==> src/rtl/dlp_pkg.sv <==
// ----------------------------------------------------------------------------
// dlp_pkg
// Shared constants and types of the longest-path / cycle-check block.
// ----------------------------------------------------------------------------
`timescale 1ns / 1ps
`default_nettype none

package dlp_pkg;

  // node ids are six bits wide, so the graph has 64 slots
  localparam int NODE_W      = 6;
  localparam int NODE_SLOTS  = 64;
  localparam int MAX_NODES_DEF = 64;

  // item opcodes
  localparam logic OP_EDGE = 1'b0;
  localparam logic OP_EVAL = 1'b1;

  // walk engine requests toward the graph store
  typedef struct packed {
    logic              edge_en;
    logic [NODE_W-1:0] edge_from;
    logic [NODE_W-1:0] edge_to;
    logic              rd_en;
    logic [NODE_W-1:0] rd_node;
    logic              clear;
  } store_ctrl_t;

  // graph store answers
  typedef struct packed {
    logic [NODE_SLOTS-1:0] row;
    logic [NODE_W-1:0]     highest;
    logic                  wr_busy;
  } store_stat_t;

endpackage

`default_nettype wire

==> src/rtl/dlp_dfs_engine.sv <==
// ----------------------------------------------------------------------------
// dlp_dfs_engine
// Depth-first walk sequencer with walk stack and longest-path memories,
// item intake and the result register.
// ----------------------------------------------------------------------------
`timescale 1ns / 1ps
`default_nettype none

module dlp_dfs_engine (
  input  wire                          clk,
  input  wire                          rst_n,
  input  wire                          in_fire,
  input  wire                          in_opcode,
  input  wire [dlp_pkg::NODE_W-1:0]    in_edge_from,
  input  wire [dlp_pkg::NODE_W-1:0]    in_edge_to,
  output logic                         in_ready,
  output logic                         out_valid,
  input  wire                          out_ready,
  output logic                         out_cycle_error,
  output logic [dlp_pkg::NODE_W-1:0]   out_path_nodes,
  output dlp_pkg::store_ctrl_t         ctrl,
  input  wire dlp_pkg::store_stat_t    stat
);
  import dlp_pkg::*;

  typedef enum logic [8:0] {
    S_IDLE  = 9'b000000001,
    S_OUTER = 9'b000000010,
    S_ROW   = 9'b000000100,
    S_SCAN  = 9'b000001000,
    S_PWAIT = 9'b000010000,
    S_PLONG = 9'b000100000,
    S_LWAIT = 9'b001000000,
    S_DONE  = 9'b010000000,
    S_CYC   = 9'b100000000
  } state_t;

  state_t state_r, state_nxt;

  logic [2*NODE_W-1:0] stack_mem [NODE_SLOTS];
  logic [NODE_W-1:0]   lf_mem    [NODE_SLOTS];
  logic [2*NODE_W-1:0] stack_rd_r;
  logic [NODE_W-1:0]   lf_rd_r;

  logic [NODE_SLOTS-1:0] visited_r, on_stack_r;
  logic [NODE_W:0]       outer_r, outer_nxt;
  logic [NODE_W:0]       sp_r, sp_nxt;
  logic [NODE_W-1:0]     top_node_r, top_node_nxt;
  logic [NODE_W-1:0]     top_last_r, top_last_nxt;
  logic [NODE_W-1:0]     top_long_r, top_long_nxt;
  logic [NODE_W-1:0]     child_long_r, child_long_nxt;
  logic [NODE_W-1:0]     best_r, best_nxt;
  logic [NODE_SLOTS-1:0] row_r, row_nxt;
  logic                  out_valid_r;
  logic                  out_err_r;
  logic [NODE_W-1:0]     out_path_r;

  logic [NODE_W-1:0] nbr;
  logic [NODE_W:0]   cand;
  logic              stack_we, stack_re, lf_we, lf_re;
  logic [NODE_W-1:0] stack_waddr, stack_raddr, lf_waddr, lf_raddr, lf_wdata;
  logic              mark_set, mark_pop, marks_clear;
  logic [NODE_W-1:0] mark_node;
  logic              result_load;

  // lowest neighbor above the last one examined, zero when none
  function automatic logic [NODE_W-1:0] next_nbr(input logic [NODE_SLOTS-1:0] row,
                                                 input logic [NODE_W-1:0] last);
    logic [NODE_SLOTS-1:0] m;
    logic [NODE_W-1:0]     res;
    m   = row & ~((NODE_SLOTS'(2) << last) - NODE_SLOTS'(1));
    res = '0;
    for (int j = NODE_SLOTS - 1; j >= 1; j--) begin
      if (m[j]) res = NODE_W'(j);
    end
    return res;
  endfunction

  assign nbr = next_nbr(row_r, top_last_r);

  // walk stack memory
  always_ff @(posedge clk) begin
    if (stack_we) stack_mem[stack_waddr] <= {top_node_r, nbr};
    if (stack_re) stack_rd_r <= stack_mem[stack_raddr];
  end

  // longest-path memory
  always_ff @(posedge clk) begin
    if (lf_we) lf_mem[lf_waddr] <= lf_wdata;
    if (lf_re) lf_rd_r <= lf_mem[lf_raddr];
  end

  // sequencer
  always_comb begin
    state_nxt      = state_r;
    outer_nxt      = outer_r;
    sp_nxt         = sp_r;
    top_node_nxt   = top_node_r;
    top_last_nxt   = top_last_r;
    top_long_nxt   = top_long_r;
    child_long_nxt = child_long_r;
    best_nxt       = best_r;
    row_nxt        = row_r;
    stack_we = 1'b0; stack_re = 1'b0; lf_we = 1'b0; lf_re = 1'b0;
    stack_waddr = sp_r[NODE_W-1:0] - NODE_W'(1);
    stack_raddr = sp_r[NODE_W-1:0] - NODE_W'(2);
    lf_waddr = top_node_r;
    lf_wdata = top_long_r;
    lf_raddr = nbr;
    mark_set = 1'b0; mark_pop = 1'b0; marks_clear = 1'b0;
    mark_node = nbr;
    result_load = 1'b0;
    cand = '0;
    ctrl.edge_en   = 1'b0;
    ctrl.edge_from = in_edge_from;
    ctrl.edge_to   = in_edge_to;
    ctrl.rd_en     = 1'b0;
    ctrl.rd_node   = nbr;
    ctrl.clear     = 1'b0;

    unique case (state_r)
      S_IDLE: begin
        if (in_fire) begin
          if (in_opcode == OP_EVAL) begin
            outer_nxt = (NODE_W+1)'(1);
            best_nxt  = '0;
            state_nxt = S_OUTER;
          end else begin
            ctrl.edge_en = 1'b1;
          end
        end
      end
      // pick the next unvisited start node
      S_OUTER: begin
        if (!stat.wr_busy) begin
          if (outer_r[NODE_W] || (outer_r[NODE_W-1:0] > stat.highest)) begin
            state_nxt = S_DONE;
          end else if (visited_r[outer_r[NODE_W-1:0]]) begin
            outer_nxt = outer_r + (NODE_W+1)'(1);
          end else begin
            mark_set      = 1'b1;
            mark_node     = outer_r[NODE_W-1:0];
            top_node_nxt  = outer_r[NODE_W-1:0];
            top_last_nxt  = '0;
            top_long_nxt  = '0;
            sp_nxt        = (NODE_W+1)'(1);
            ctrl.rd_en    = 1'b1;
            ctrl.rd_node  = outer_r[NODE_W-1:0];
            state_nxt     = S_ROW;
          end
        end
      end
      S_ROW: begin
        row_nxt   = stat.row;
        state_nxt = S_SCAN;
      end
      // examine one neighbor of the top node, or pop the node when it has none left
      S_SCAN: begin
        if (nbr == '0) begin
          mark_pop  = 1'b1;
          mark_node = top_node_r;
          lf_we     = 1'b1;
          if (top_long_r > best_r) best_nxt = top_long_r;
          if (sp_r == (NODE_W+1)'(1)) begin
            outer_nxt = outer_r + (NODE_W+1)'(1);
            state_nxt = S_OUTER;
          end else begin
            sp_nxt         = sp_r - (NODE_W+1)'(1);
            stack_re       = 1'b1;
            child_long_nxt = top_long_r;
            state_nxt      = S_PWAIT;
          end
        end else begin
          top_last_nxt = nbr;
          if (!visited_r[nbr]) begin
            if (!sp_r[NODE_W]) begin
              stack_we     = 1'b1;
              lf_we        = 1'b1;
              mark_set     = 1'b1;
              top_node_nxt = nbr;
              top_last_nxt = '0;
              top_long_nxt = '0;
              sp_nxt       = sp_r + (NODE_W+1)'(1);
              ctrl.rd_en   = 1'b1;
              state_nxt    = S_ROW;
            end
          end else if (on_stack_r[nbr]) begin
            state_nxt = S_CYC;
          end else begin
            lf_re     = 1'b1;
            state_nxt = S_LWAIT;
          end
        end
      end
      // parent entry back from the stack: fetch its length and row
      S_PWAIT: begin
        top_node_nxt = stack_rd_r[2*NODE_W-1:NODE_W];
        top_last_nxt = stack_rd_r[NODE_W-1:0];
        lf_re        = 1'b1;
        lf_raddr     = stack_rd_r[2*NODE_W-1:NODE_W];
        ctrl.rd_en   = 1'b1;
        ctrl.rd_node = stack_rd_r[2*NODE_W-1:NODE_W];
        state_nxt    = S_PLONG;
      end
      S_PLONG: begin
        cand = {1'b0, child_long_r} + (NODE_W+1)'(1);
        top_long_nxt = (cand > {1'b0, lf_rd_r}) ? cand[NODE_W-1:0] : lf_rd_r;
        row_nxt      = stat.row;
        state_nxt    = S_SCAN;
      end
      // finished neighbor: take its length plus one
      S_LWAIT: begin
        cand = {1'b0, lf_rd_r} + (NODE_W+1)'(1);
        if (cand > {1'b0, top_long_r}) top_long_nxt = cand[NODE_W-1:0];
        state_nxt = S_SCAN;
      end
      S_DONE, S_CYC: begin
        result_load = 1'b1;
        marks_clear = 1'b1;
        ctrl.clear  = 1'b1;
        state_nxt   = S_IDLE;
      end
      default: state_nxt = S_IDLE;
    endcase
  end

  // control registers
  always_ff @(posedge clk) begin
    if (!rst_n) begin
      state_r <= S_IDLE;
      outer_r <= '0;
      sp_r    <= '0;
      best_r  <= '0;
    end else begin
      state_r <= state_nxt;
      outer_r <= outer_nxt;
      sp_r    <= sp_nxt;
      best_r  <= best_nxt;
    end
    top_node_r   <= top_node_nxt;
    top_last_r   <= top_last_nxt;
    top_long_r   <= top_long_nxt;
    child_long_r <= child_long_nxt;
    row_r        <= row_nxt;
  end

  // visited and on-stack marks
  always_ff @(posedge clk) begin
    if (!rst_n || marks_clear) begin
      visited_r  <= '0;
      on_stack_r <= '0;
    end else if (mark_set) begin
      visited_r[mark_node]  <= 1'b1;
      on_stack_r[mark_node] <= 1'b1;
    end else if (mark_pop) begin
      on_stack_r[mark_node] <= 1'b0;
    end
  end

  // result register
  always_ff @(posedge clk) begin
    if (!rst_n) begin
      out_valid_r <= 1'b0;
    end else if (result_load) begin
      out_valid_r <= 1'b1;
    end else if (out_ready) begin
      out_valid_r <= 1'b0;
    end
    if (result_load) begin
      out_err_r  <= (state_r == S_CYC);
      out_path_r <= (state_r == S_CYC) ? '0 : best_r + NODE_W'(1);
    end
  end

  assign in_ready        = (state_r == S_IDLE) && (!out_valid_r || out_ready);
  assign out_valid       = out_valid_r;
  assign out_cycle_error = out_err_r;
  assign out_path_nodes  = out_path_r;

endmodule

`default_nettype wire

==> config.mk <==
export PLATFORM = sky130hd
export DESIGN_NAME = dlp_dfs_engine
export DESIGN_NICKNAME = d
export VERILOG_FILES = /design/src/rtl/dlp_pkg.sv /design/src/rtl/dlp_dfs_engine.sv
export SDC_FILE = /design/constraint.sdc
export NUM_CORES = 2
export LEC_CHECK = 0
export BUFFER_PORTS_ARGS = -buffer_cell sky130_fd_sc_hd__clkbuf_2
export CORE_MARGIN = 1.5
export CORE_UTILIZATION = 63
export DETAILED_ROUTE_END_ITERATION = 16
export PLACE_DENSITY = 0.8
export SYNTH_ARGS = -nofsm -noshare
export SYNTH_HDL_FRONTEND = slang
export SYNTH_SLANG_ARGS = --single-unit
==> constraint.sdc <==
create_clock -name clk -period 9.3 [get_ports clk]
set_clock_uncertainty 0.2 [all_clocks]
set_input_delay 0.93 -clock clk [delete_from_list [all_inputs] [get_ports clk]]
set_output_delay 0.93 -clock clk [all_outputs]
set_load 0.05 [all_outputs]
==> impl_metrics.py <==
metrics = {
    "clock_network": {
        "clk_pin_slew_ns": 0.06,
        "numCtsBuffers": 142,
        "clock_latency_ns": 0.79,
        "cts_max_level": 4,
        "cts_root_buffer": "clkbuf_16",
        "ctsHoldBuffers": 0,
        "clock_path_buffers": 3,
        "cts_sinks": 1422,
        "cts_tree": "done",
    },
    "floorplanning": {
        "die_area_um2": 99600,
        "core_area_um2": 96700,
        "die_w_um": 316,
        "start_util_pct": 63.7,
        "rows": 114,
        "die_y_um": 316,
        "pin_count": 118,
    },
    "logic_synthesis": {
        "ys_async_sr_fraction_pct": 0,
        "syn_area_um2": 61600,
        "synth_common_cells": "edfxtp_1 (1264), nand2_1 (629), mux4_2 (263)",
        "syn_avg_cell_area_um2": 14.5,
        "ys_warn_count": 0,
        "yosysTopAreaCellShare_pct": 61.6,
        "synth-edff-count": 1264,
        "synth.distinct_cells": 109,
        "synth_nets": 4372,
        "synth.most_common_cell": "edfxtp_1",
        "synth_top_area_cell": "edfxtp_1",
        "synth_ff_type": "edfxtp_1",
        "yosysSeqAreaShare_pct": 66.8,
        "synthCells": 4249,
        "ys_seq_elements": 1422,
        "synthTopCellsByArea": "edfxtp_1 (62%), mux4_2 (9.6%), dfxtp_1 (5.1%)",
    },
    "routing": {
        "routed_via_density": 6.93,
        "drc": 0,
        "initialDrtViolationCount": 5940,
        "drtPass1Iterations": 8,
        "drt_wl_total_um": 164000,
        "vias": 40212,
        "post_drt_wl_per_cell_um": 28.2,
        "ant_nets": 0,
    },
    "setup_path": {
        "cp_data_arrival_time_ns": 7.75,
        "end_kind": "output pin",
        "timing.rr.start": "top_last_r[0]",
        "worst_ep_required_time_ns": 8.17,
        "worstSetupStartpointType": "register",
        "startpoint": "top_last_r[0]",
        "critPathKind": "reg -> out",
        "crit_fanout": 39,
    },
    "pwr": {
        "vdd_drop_max_v": 0.000258,
        "report.power.total_mw": 14.4,
        "pwr_density_cell_nw_per_um2": 209,
        "power.leakage_nw": 22.4,
    },
    "place": {
        "postPlaceCellArea_um2": 64200,
        "hpwl_um": 96900,
        "gp_congestion": 0.951,
        "io_buffer_count": 92,
        "dp_slack_ns": 0.969,
    },
    "global_route": {
        "track_usage_pct": 33.2,
        "grt_start_max_net_pins": 96,
        "grt_pass1_vias": 39368,
        "antenna_found_initial": 0,
        "grt-ovfl-total": 0,
        "grt_pass1_wl_um": 245000,
    },
    "timing": {
        "setup_slack_ns": 0.424,
        "slew-limit-headroom_pct": 14.6,
        "max_freq_mhz": 113,
        "fin_setup_tns_ns": 0,
        "min_period_over_period_pct": 95.4,
        "setup_viol": 0,
        "worst_pin_slew_ns": 1.27,
        "timing.final.max_slew_violations": 0,
        "finalHoldViolations": 0,
        "post-route-min-period_ns": 8.88,
        "grt_setup_unrepaired": "no",
    },
    "min_path": {
        "hold_path_startpoint": "stat[35]",
        "hold_path.class": "in -> reg",
    },
    "finish": {
        "nets": 4535,
        "final_area_um2": 68900,
        "insertedDiodeCount": 0,
        "area_growth_pct": 11.8,
        "drive_gt1_share_pct": 19.5,
    },
    "outcome": {
        "outcome": "complete, no violations",
    },
    "flow_run": {
        "cap_violations": 0,
    },
}
[kinds of logic (layout without fill, tap and decap cells)]
group                      count (synthesis)  count (layout)  synth area share (%)
DFF                                     1422            1422                  66.8
and+or+nand+nor                         1345            1345                  10.4
AOI/OAI and AO/OA                        750             750                  8.81
buffers and inverters                    347             622                  2.39
muxes                                    316             316                  10.5
adders and majority gates                 35              35                 0.711
xor gates and xnor gates                  34              34                 0.484
[area by class of cell]
class / instances / area, µm²
fillers: 5944 / 27800
repair buffers: 311 / 2170
well taps: 1276 / 1600
clock inverters: 85 / 901
clock buffers: 171 / 3720
flip-flops and latches: 1422 / 41100
inverters: 55 / 213
multi-input cells: 2480 / 19100
[layout by cell type, fill, tap and decap left out, types with 13 or more instances in the layout]
| master | Yosys | routed |
|---|---|---|
| inv_1 | 48 | 46 |
| nand3_1 | 142 | 142 |
| a211oi_1 | 57 | 56 |
| a21oi_1 | 76 | 74 |
| o22ai_1 | 20 | 20 |
| clkinv_2 | 0 | 30 |
| o21ai_1 | 31 | 32 |
| mux4_2 | 263 | 263 |
| clkbuf_16 | 0 | 144 |
| buf_4 | 15 | 216 |
| nand2b_1 | 21 | 21 |
| mux2i_1 | 49 | 49 |
| xnor2_1 | 20 | 18 |
| and3_1 | 97 | 97 |
| a311oi_1 | 49 | 49 |
| nor2b_1 | 27 | 27 |
| clkinv_1 | 3 | 26 |
| dfxtp_1 | 158 | 156 |
| nor3_1 | 38 | 38 |
| o21a_1 | 14 | 14 |
| nand4_1 | 22 | 22 |
| ha_1 | 35 | 33 |
| nand2_1 | 629 | 628 |
| o211ai_1 | 71 | 71 |
| clkbuf_1 | 194 | 25 |
| a31oi_1 | 55 | 55 |
| nor2_1 | 171 | 169 |
| xor2_1 | 14 | 13 |
| nor4_1 | 77 | 77 |
| edfxtp_1 | 1264 | 1264 |
| o21ai_0 | 142 | 141 |
| clkbuf_2 | 0 | 90 |
| o31ai_1 | 38 | 38 |
| a21o_1 | 18 | 16 |
| o31ai_2 | 30 | 30 |
| or3_1 | 24 | 24 |
[state kept, by name, summed over array words and instances, names as in the netlist, 7 cells and up, named ones only]
register	cells
state_r	9
lf_mem	384
stack_rd_r	12
stack_mem	768
sp_r	7
outer_r	7
visited_r	64
row_r	63
[repair_timing]
item | 4_1_cts | 5_1_grt
resized for setup | 0 | 3
setup buffers | 0 | 0
setup endpoints to repair | 0 | 1
endpoints found under the hold margin | 0 | 0
[metrics by stage]
stage | std cells | utilization [%] | hold WS, ns
6_report | 5800 | 71.2 | 0.127
2_1_floorplan | 4249 | - | 0.232
3_5_place_dp | 5544 | 66.4 | 0.259
4_1_cts | 5800 | 71.2 | 0.105
3_3_place_gp | 5544 | 66.4 | 0.245
5_1_grt | 5800 | 71.2 | 0.113
[critical path, cell delays in order, from the launching register on]
cell and delay [ns]:
edfxtp_1 0.34, buf_4 0.31, nor4_1 0.09, buf_4 0.17
nand2_1 0.07, ha_2 0.36, or3b_1 0.58, o21ai_1 0.35
mux2i_1 0.20, a2111oi_1 0.59, nor3b_1 0.52, nor3_1 0.15
o31ai_2 0.49, nand2_2 0.32, inv_2 0.16, buf_4 0.42
nor4_1 0.12, and4b_1 0.37, o2111ai_2 0.29, a2111oi_4 0.34
buf_4 0.26, nor2_4 0.04, nand2_1 0.21, buf_12 0.18
[power by group]
part | switching (mW) | total, mW | internal, mW
registers | 0.0159 | 7.02 | 7.01
logic | 1.15 | 1.63 | 0.480
clock network | 2.52 | 5.75 | 3.23
[worst paths after layout]
kind	end	slack [ns]	cells after the start
max	ctrl[7]	0.42	23
min	row_r[28]	0.13	1
max reg2reg	visited_r[32]	0.87	23
min reg2reg	visited_r[51]	0.26	2
[per-layer routing]
layer | track usage, % | up-vias | share of wire [%]
met5 | 0 | - | 0
met2 | 55.5 | 2585 | 50
met1 | 43.0 | 20004 | 36
met4 | 14.8 | 0 | 4.7
met3 | 5.75 | 515 | 9.6
li1 | - | 17108 | -
Power figures use the tool's default switching activity.
